### config.mk
export PLATFORM = sky130hd
export DESIGN_NAME = deq_back_flat
export DESIGN_NICKNAME = d
export VERILOG_FILES = /design/src/rtl/deq_pkg.sv /design/src/rtl/deq_if.sv /design/src/rtl/deq_ram.sv /design/src/rtl/deq_back.sv /design/src/flat_wrapper.sv
export SDC_FILE = /design/constraint.sdc
export NUM_CORES = 1
export LEC_CHECK = 0
export BUFFER_PORTS_ARGS = -buffer_cell sky130_fd_sc_hd__clkbuf_2
export CAP_MARGIN = 20
export CELL_PAD_IN_SITES_DETAIL_PLACEMENT = 2
export CELL_PAD_IN_SITES_GLOBAL_PLACEMENT = 2
export CORE_ASPECT_RATIO = 1.4
export CORE_MARGIN = 3
export CORE_UTILIZATION = 41
export CTS_BUF_LIST = sky130_fd_sc_hd__clkbuf_8 sky130_fd_sc_hd__clkbuf_16
export DETAILED_ROUTE_END_ITERATION = 10
export GPL_TIMING_DRIVEN = 0
export PLACE_DENSITY_LB_ADDON = 0.1
export SLEW_MARGIN = 20
export SYNTH_ARGS = -nofsm -noshare
export SYNTH_HDL_FRONTEND = slang
export SYNTH_SLANG_ARGS = --single-unit
### constraint.sdc
create_clock -name clk -period 3.4 [get_ports clk]
set_input_delay 0.17 -clock clk [delete_from_list [all_inputs] [get_ports clk]]
set_output_delay 0.17 -clock clk [all_outputs]
set_load 0.005 [all_outputs]
### src/rtl/deq_pkg.sv
// ----------------------------------------------------------------------------
// deq_pkg
// shared widths, opcode and status codes, and the command type passed from
// the front part of the deque to its back part
// ----------------------------------------------------------------------------
package deq_pkg;

  localparam int DEF_DEPTH      = 16;
  localparam int DEF_DATA_WIDTH = 32;

  localparam int OP_W  = 3;
  localparam int VAL_W = 32;
  localparam int ST_W  = 2;
  localparam int OCC_W = 5;

  localparam logic [OP_W-1:0] OP_PUSH_FRONT = 3'd0;
  localparam logic [OP_W-1:0] OP_PUSH_BACK  = 3'd1;
  localparam logic [OP_W-1:0] OP_POP_FRONT  = 3'd2;
  localparam logic [OP_W-1:0] OP_POP_BACK   = 3'd3;
  localparam logic [OP_W-1:0] OP_DUMP       = 3'd4;

  localparam logic [ST_W-1:0] ST_OK      = 2'd0;
  localparam logic [ST_W-1:0] ST_EMPTY   = 2'd1;
  localparam logic [ST_W-1:0] ST_FULL    = 2'd2;
  localparam logic [ST_W-1:0] ST_INVALID = 2'd3;

  typedef enum logic [2:0] {
    K_PUSH_FRONT,
    K_PUSH_BACK,
    K_POP_FRONT,
    K_POP_BACK,
    K_DUMP,
    K_INVALID
  } kind_t;

  typedef struct packed {
    kind_t                    kind;
    logic signed [VAL_W-1:0]  value;
  } cmd_t;

endpackage

### src/rtl/deq_if.sv


interface deq_out_if;
  import deq_pkg::*;

  logic                    valid;
  logic                    ready;
  logic signed [VAL_W-1:0] value_out;
  logic [ST_W-1:0]         status;
  logic                    last;
  logic [OCC_W-1:0]        occupancy;

  modport source (output valid, output value_out, output status, output last,
                  output occupancy, input ready);
  modport sink   (input valid, input value_out, input status, input last,
                  input occupancy, output ready);
endinterface

### src/rtl/deq_ram.sv
// ----------------------------------------------------------------------------
// deq_ram
// generic single-write, single-read ram with registered read data
// ----------------------------------------------------------------------------
module deq_ram #(
  parameter int WIDTH = 32,
  parameter int DEPTH = 16,
  localparam int AW   = $clog2(DEPTH)
) (
  input  logic             clk,
  input  logic             we,
  input  logic [AW-1:0]    waddr,
  input  logic [WIDTH-1:0] wdata,
  input  logic             re,
  input  logic [AW-1:0]    raddr,
  output logic [WIDTH-1:0] rdata
);

  logic [WIDTH-1:0] mem [DEPTH];

  always_ff @(posedge clk) begin
    if (we) begin
      mem[waddr] <= wdata;
    end
    if (re) begin
      rdata <= mem[raddr];
    end
  end

endmodule

### src/rtl/deq_back.sv
// ----------------------------------------------------------------------------
// deq_back
// carries out decoded commands on the ring store: head index, word count,
// ram access and the registered result beat
// ----------------------------------------------------------------------------
module deq_back #(
  parameter int DEPTH      = deq_pkg::DEF_DEPTH,
  parameter int DATA_WIDTH = deq_pkg::DEF_DATA_WIDTH
) (
  input  logic           clk,
  input  logic           rst_n,
  input  logic           cmd_valid,
  input  deq_pkg::cmd_t  cmd,
  output logic           cmd_take,
  deq_out_if.source      out_ch
);
  import deq_pkg::*;

  localparam int AW = $clog2(DEPTH);
  localparam int CW = $clog2(DEPTH + 1);

  typedef enum logic [1:0] {S_IDLE, S_POP, S_DUMP_REQ, S_DUMP_DATA} state_t;

  state_t                  state_r, state_nxt;
  logic [AW-1:0]           head_r, head_nxt;
  logic [CW-1:0]           count_r, count_nxt;
  logic [CW-1:0]           idx_r, idx_nxt;
  logic                    out_valid_r, out_valid_nxt;
  logic signed [VAL_W-1:0] out_val_r, out_val_nxt;
  logic [ST_W-1:0]         out_st_r, out_st_nxt;
  logic                    out_last_r, out_last_nxt;
  logic [OCC_W-1:0]        out_occ_r, out_occ_nxt;

  logic                    ram_we, ram_re;
  logic [AW-1:0]           ram_waddr, ram_raddr;
  logic [DATA_WIDTH-1:0]   ram_wdata, ram_rdata;

  logic                    out_free;
  logic                    is_full, is_empty;
  logic [VAL_W+DATA_WIDTH-1:0] wdata_ext;
  logic [DATA_WIDTH+VAL_W-1:0] rdata_ext;
  logic [VAL_W-1:0]        rdata_val;

  function automatic logic [AW-1:0] wrap_add(logic [AW-1:0] h, logic [CW-1:0] off);
    logic [CW:0] s;
    s = {{(CW + 1 - AW){1'b0}}, h} + {1'b0, off};
    if (s >= (CW + 1)'(DEPTH)) begin
      s = s - (CW + 1)'(DEPTH);
    end
    return s[AW-1:0];
  endfunction

  function automatic logic [OCC_W-1:0] occ_of(logic [CW-1:0] c);
    logic [CW+OCC_W-1:0] e;
    e = {{OCC_W{1'b0}}, c};
    return e[OCC_W-1:0];
  endfunction

  deq_ram #(
    .WIDTH (DATA_WIDTH),
    .DEPTH (DEPTH)
  ) u_ram (
    .clk   (clk),
    .we    (ram_we),
    .waddr (ram_waddr),
    .wdata (ram_wdata),
    .re    (ram_re),
    .raddr (ram_raddr),
    .rdata (ram_rdata)
  );

  assign wdata_ext = {{DATA_WIDTH{cmd.value[VAL_W-1]}}, cmd.value};
  assign ram_wdata = wdata_ext[DATA_WIDTH-1:0];
  assign rdata_ext = {{VAL_W{ram_rdata[DATA_WIDTH-1]}}, ram_rdata};
  assign rdata_val = rdata_ext[VAL_W-1:0];

  assign out_free = !out_valid_r || out_ch.ready;
  assign is_full  = (count_r == CW'(DEPTH));
  assign is_empty = (count_r == '0);

  assign out_ch.valid     = out_valid_r;
  assign out_ch.value_out = out_val_r;
  assign out_ch.status    = out_st_r;
  assign out_ch.last      = out_last_r;
  assign out_ch.occupancy = out_occ_r;

  always_comb begin
    state_nxt     = state_r;
    head_nxt      = head_r;
    count_nxt     = count_r;
    idx_nxt       = idx_r;
    out_valid_nxt = out_valid_r && !out_ch.ready;
    out_val_nxt   = out_val_r;
    out_st_nxt    = out_st_r;
    out_last_nxt  = out_last_r;
    out_occ_nxt   = out_occ_r;
    cmd_take      = 1'b0;
    ram_we        = 1'b0;
    ram_waddr     = head_r;
    ram_re        = 1'b0;
    ram_raddr     = head_r;

    case (state_r)
      S_IDLE: begin
        if (cmd_valid && out_free) begin
          cmd_take      = 1'b1;
          out_valid_nxt = 1'b1;
          out_val_nxt   = '0;
          out_last_nxt  = 1'b1;
          out_st_nxt    = ST_OK;
          out_occ_nxt   = occ_of(count_r);
          case (cmd.kind)
            K_PUSH_FRONT, K_PUSH_BACK: begin
              if (is_full) begin
                out_st_nxt = ST_FULL;
              end else begin
                ram_we      = 1'b1;
                count_nxt   = count_r + CW'(1);
                out_occ_nxt = occ_of(count_r + CW'(1));
                if (cmd.kind == K_PUSH_FRONT) begin
                  head_nxt  = (head_r == '0) ? AW'(DEPTH - 1) : head_r - AW'(1);
                  ram_waddr = head_nxt;
                end else begin
                  ram_waddr = wrap_add(head_r, count_r);
                end
              end
            end
            K_POP_FRONT, K_POP_BACK: begin
              if (is_empty) begin
                out_st_nxt = ST_EMPTY;
              end else begin
                out_valid_nxt = 1'b0;
                ram_re        = 1'b1;
                count_nxt     = count_r - CW'(1);
                state_nxt     = S_POP;
                if (cmd.kind == K_POP_FRONT) begin
                  ram_raddr = head_r;
                  head_nxt  = wrap_add(head_r, CW'(1));
                end else begin
                  ram_raddr = wrap_add(head_r, count_r - CW'(1));
                end
                if (count_r == CW'(1)) begin
                  head_nxt = '0;
                end
              end
            end
            K_DUMP: begin
              if (is_empty) begin
                out_st_nxt = ST_EMPTY;
              end else begin
                out_valid_nxt = 1'b0;
                ram_re        = 1'b1;
                ram_raddr     = head_r;
                idx_nxt       = '0;
                state_nxt     = S_DUMP_DATA;
              end
            end
            default: begin
              out_st_nxt = ST_INVALID;
            end
          endcase
        end
      end
      S_POP: begin
        out_valid_nxt = 1'b1;
        out_val_nxt   = rdata_val;
        out_st_nxt    = ST_OK;
        out_last_nxt  = 1'b1;
        out_occ_nxt   = occ_of(count_r);
        state_nxt     = S_IDLE;
      end
      S_DUMP_REQ: begin
        if (out_free) begin
          ram_re    = 1'b1;
          ram_raddr = wrap_add(head_r, idx_r);
          state_nxt = S_DUMP_DATA;
        end
      end
      S_DUMP_DATA: begin
        out_valid_nxt = 1'b1;
        out_val_nxt   = rdata_val;
        out_st_nxt    = ST_OK;
        out_last_nxt  = (idx_r + CW'(1) == count_r);
        out_occ_nxt   = occ_of(count_r);
        if (idx_r + CW'(1) == count_r) begin
          state_nxt = S_IDLE;
        end else begin
          idx_nxt   = idx_r + CW'(1);
          state_nxt = S_DUMP_REQ;
        end
      end
      default: begin
        state_nxt = S_IDLE;
      end
    endcase
  end

  always_ff @(posedge clk) begin
    if (!rst_n) begin
      state_r     <= S_IDLE;
      head_r      <= '0;
      count_r     <= '0;
      idx_r       <= '0;
      out_valid_r <= 1'b0;
    end else begin
      state_r     <= state_nxt;
      head_r      <= head_nxt;
      count_r     <= count_nxt;
      idx_r       <= idx_nxt;
      out_valid_r <= out_valid_nxt;
    end
    out_val_r  <= out_val_nxt;
    out_st_r   <= out_st_nxt;
    out_last_r <= out_last_nxt;
    out_occ_r  <= out_occ_nxt;
  end

  a_count_range: assert property (@(posedge clk) disable iff (!rst_n)
    count_r <= CW'(DEPTH))
    else $error("word count above depth");

  a_head_range: assert property (@(posedge clk) disable iff (!rst_n)
    head_r < AW'(DEPTH) || DEPTH == (1 << AW))
    else $error("head index out of ring");

  a_empty_head: assert property (@(posedge clk) disable iff (!rst_n)
    count_r == '0 |-> head_r == '0)
    else $error("empty queue with nonzero head");

  a_slot_free: assert property (@(posedge clk) disable iff (!rst_n)
    (state_r == S_POP || state_r == S_DUMP_DATA) |-> !out_valid_r)
    else $error("read data arrives while result slot is busy");

  a_dump_idx: assert property (@(posedge clk) disable iff (!rst_n)
    (state_r == S_DUMP_REQ || state_r == S_DUMP_DATA) |-> idx_r < count_r)
    else $error("dump index past stored words");

endmodule

### src/flat_wrapper.sv
// flat-port wrapper written by rule: the top's interface ports become plain ports
module deq_back_flat import deq_pkg::*;
#(
  parameter int DEPTH      = deq_pkg::DEF_DEPTH,
  parameter int DATA_WIDTH = deq_pkg::DEF_DATA_WIDTH
)
  (clk, rst_n, cmd_valid, cmd, cmd_take, out_ch_valid, out_ch_value_out, out_ch_status, out_ch_last, out_ch_occupancy, out_ch_ready);
  deq_out_if out_ch_i ();
  input  logic clk;
  input  logic rst_n;
  input  logic cmd_valid;
  input  deq_pkg::cmd_t cmd;
  output logic cmd_take;
  output wire logic [$bits(out_ch_i.valid)-1:0] out_ch_valid;
  output wire logic [$bits(out_ch_i.value_out)-1:0] out_ch_value_out;
  output wire logic [$bits(out_ch_i.status)-1:0] out_ch_status;
  output wire logic [$bits(out_ch_i.last)-1:0] out_ch_last;
  output wire logic [$bits(out_ch_i.occupancy)-1:0] out_ch_occupancy;
  input wire logic [$bits(out_ch_i.ready)-1:0] out_ch_ready;
  assign out_ch_valid = out_ch_i.valid;
  assign out_ch_value_out = out_ch_i.value_out;
  assign out_ch_status = out_ch_i.status;
  assign out_ch_last = out_ch_i.last;
  assign out_ch_occupancy = out_ch_i.occupancy;
  assign out_ch_i.ready = out_ch_ready;
  deq_back #(.DEPTH(DEPTH), .DATA_WIDTH(DATA_WIDTH)) u_core (.clk(clk), .rst_n(rst_n), .cmd_valid(cmd_valid), .cmd(cmd), .cmd_take(cmd_take), .out_ch(out_ch_i));
endmodule
==> flow_metrics.py <==
metrics = {
    "hold_path": {
        "holdCritStartpoint": "cmd[8]",
        "hold_depth": 1,
        "hold_end": "u_core.u_ram.mem[13][8]",
        "hold_class": "primary input to register",
    },
    "setup_path": {
        "worst-path-max-fanout": 6,
        "required_ns": 3.75,
        "arrival_ns": 4.04,
        "path_cells": "buf_8 -> clkinvlp_4 -> ha_4 -> xor2_2 -> ha_1 -> xor2_2 -> or4_4 -> nand2_4 -> buf_12 -> buf_4 -> buf_4 -> mux2i_1 -> a22o_1 -> o221ai_2",
        "worstSetupPathType": "register to register",
        "r2r_end": "u_core.u_ram.rdata[0]",
        "reg2reg_from": "u_core.count_r[0]",
        "worst-r2r-setup-slack_ns": -0.28,
        "worstRegToRegCells": 14,
        "cpPeakStageDelay_ns": 0.60,
        "end_kind": "register",
        "cpMaxStageDelayCell": "or4_4",
        "start_kind": "register",
    },
    "floorplanning": {
        "dieArea_mm2": 0.0642,
        "rows": 106,
        "die_h_um": 299,
        "coreArea_mm2": 0.0602,
        "die_w_um": 215,
        "pin_count": 81,
        "initial_core_util": 0.417,
    },
    "logic_synthesis": {
        "synth_area_mm2": 0.0251,
        "syn-instance-count": 1792,
        "synthMuxAreaShare": 0.0293,
        "synth_fp_nets": 1850,
        "yosys.cell_count.top_type": "edfxtp_1",
        "synth_top_family_by_area": "simple AND/OR/NAND/NOR gates",
        "synth_area_leaders": "edfxtp_1 70%, nand3_1 5.7%, o21ai_0 3.4%",
        "avgSynthCellArea_um2": 14.0,
        "yosysUniqueCellTypes": 66,
        "synth_common_cells": "584 x edfxtp_1, 288 x nand3_1, 168 x o21ai_0",
        "synth_top_area_share": 0.699,
        "synth_compound_area_frac": 0.0974,
        "synth_xor_area_frac": 0.00843,
        "ys_ff_latch": 601,
        "ys.flop_type": "edfxtp_1",
        "synthAdderAreaFrac": 0.0104,
        "synth-edff-count": 584,
        "synth-async-reset-ratio": 0,
        "synth-simple-area-share": 0.112,
        "ys_warn_count": 0,
        "yosysTopAreaCell": "edfxtp_1",
        "ys_seq_area_frac": 0.713,
    },
    "placement": {
        "hpwl_um": 58800,
        "place_ws_ns": -1.61,
        "place_congestion": 0.797,
        "port_buffers": 79,
        "placed_cells": 2703,
    },
    "power_and_ir_drop": {
        "power_w": 0.0176,
        "ir_worst_vdd_uv": 480,
        "powerDensity_mw_per_mm2": 575,
        "p_leak_nw": 10.4,
    },
    "route": {
        "wl_met1_um": 36100,
        "met2_length_um": 49100,
        "ant_nets": 0,
        "dr_wl_met3_um": 5320,
        "wl_per_cell_um": 32.6,
        "vias_per_cell": 6.10,
        "routed-via-count": 17600,
        "wl_um": 94100,
        "drt_iter0_drc": 1710,
        "top_layer": "met4",
        "drc": 0,
        "firstDrtPassIters": 5,
    },
    "cts": {
        "htree_levels": 2,
        "cts_tree": "done",
        "numCtsBuffers": 59,
        "clk_latency_ns": 0.64,
        "cts_max_path_buffers": 3,
        "clkTransAtPathRegs_ns": 0.06,
        "clock_sink_count": 601,
        "cts_root_buf": "clkbuf_16",
    },
    "global_route": {
        "antenna_found_initial": 0,
        "grt_first_pass_wirelength_um": 133000,
        "grt_pass1_vias": 19200,
        "grt_usage": 0.280,
        "grt_max_degree": 25,
        "grt-ovfl-total": 0,
    },
    "sta": {
        "setup_viol": 31,
        "rsz0062_at_grt": "yes",
        "tightest_slew_ns": 0.991,
        "finalHoldViolCount": 0,
        "finalMaxSlewViolations": 0,
        "tns_ns": -5.17,
        "maxSlewHeadroom": 0.330,
        "fin_worst_skew_ns": 0.0203,
        "worst_slack_ns": -0.284,
        "fmax_mhz": 271,
        "finalCriticalPeriod_ns": 3.68,
        "period_share": 1.08,
    },
    "run_status": {
        "violations": "setup timing",
        "status": "finished, violations left",
    },
    "cells_and_area": {
        "antenna_cells": 0,
        "fin_cells": 2889,
        "nNetsFinal": 2091,
        "synthToLayoutAreaGrowth_pct": 21.6,
        "drive_gt1_frac": 0.234,
        "finalCoreUtilization": 0.507,
    },
    "run": {
        "maxCapViolations": 0,
    },
}
-- power by group --
part	leakage, nW	total (W)	internal [W]	switching [W]
Combinational	4.01	0.00264	0.000902	0.00174
Sequential	5.44	0.00845	0.00839	0.0000664
Clock	0.977	0.00646	0.00353	0.00293
-- state kept, by name (all words and copies together) (netlist names) --
register / cells
u_core.u_ram.mem: 512
u_core.out_ch.value_out: 32
u_core.u_ram.rdata: 32
u_core.count_r: 5
u_core.idx_r: 5
u_core.out_ch.occupancy: 5
u_core.head_r: 4
u_core.out_ch.status: 2
u_core.state_r: 2
u_core.out_ch.last: 1
u_core.out_ch.valid: 1
-- cell type report --
cell class	instances	area, um^2
inverter	16	67.6
tap	810	1010
buffer	146	953
clock buffer	61	1530
sequential	601	17900
clock inverter	46	320
fill	5727	29700
multi-input combinational	1029	6950
timing repair buffer	180	1790
-- through the flow --
stage	hold slack [ns]	cell area, um^2
floorplan	0.269	25100
global placement	0.488	26500
detailed placement	0.498	27100
CTS	0.00184	29800
global route	0.0374	30500
finish	0.0333	30500
-- per-layer routing --
metal,GRT usage,vias up
met5,0,-
met4,0.119,0
met3,0.0477,184
met2,0.501,671
met1,0.335,9296
li1,-,7477
-- cell usage in the layout, fill, tap and decap left out, types with 35 or more instances in the layout --
| cell | n |
|---|---|
| a21oi_1 | 47 |
| nand4_1 | 65 |
| o21ai_0 | 166 |
| nand2_1 | 64 |
| buf_2 | 38 |
| and2_1 | 35 |
| edfxtp_1 | 584 |
| clkbuf_2 | 117 |
| nand3_1 | 288 |
| clkbuf_16 | 64 |
| buf_4 | 57 |
-- repair_timing --
| action | in CTS | in global routing |
|---|---|---|
| hold buffers | 18 | 0 |
| gates cloned | 1 | 3 |
| gates resized for setup | 116 | 125 |
| hold endpoints to repair | 223 | 0 |
| pin swaps | 13 | 33 |
| endpoints found under the setup margin | 523 | 387 |
| setup buffers | 23 | 35 |
-- worst max path at each step --
stage | from | endpoint | slack (ns) | cells after the start
2_1_floorplan | u_core.out_ch.valid | u_core.u_ram.mem[7][0] | -0.42 | 11
3_3_place_gp | u_core.count_r[0] | u_core.u_ram.mem[11][11] | -2.83 | 10
3_5_place_dp | u_core.count_r[0] | u_core.u_ram.rdata[27] | -1.61 | 12
4_1_cts | u_core.count_r[0] | u_core.u_ram.rdata[15] | -0.27 | 11
5_1_grt | u_core.count_r[0] | u_core.u_ram.rdata[0] | -0.32 | 14
6_report | u_core.count_r[0] | u_core.u_ram.rdata[0] | -0.28 | 14
-- worst max-delay path: cells and delay by family, from the launching register on --
| family | cells | cell delay (ns) |
|---|---|---|
| AND/OR/NAND/NOR | 2 | 0.74 |
| adder cells (fa/ha/maj) | 2 | 0.56 |
| flip-flops | 1 | 0.37 |
| buffers and inverters | 5 | 0.78 |
| AO/OA/AOI/OAI | 2 | 0.34 |
| XOR/XNOR | 2 | 0.36 |
| multiplexers | 1 | 0.24 |
-- cells by family after synthesis --
kind of cell             after synthesis
buffers and inverters                163
adder cells (fa/ha/maj)               19
flip-flops                           601
XOR/XNOR                              21
AO/OA/AOI/OAI                        373
multiplexers                          68
AND/OR/NAND/NOR                      547
No activity file was read; power rests on OpenSTA's default activity.
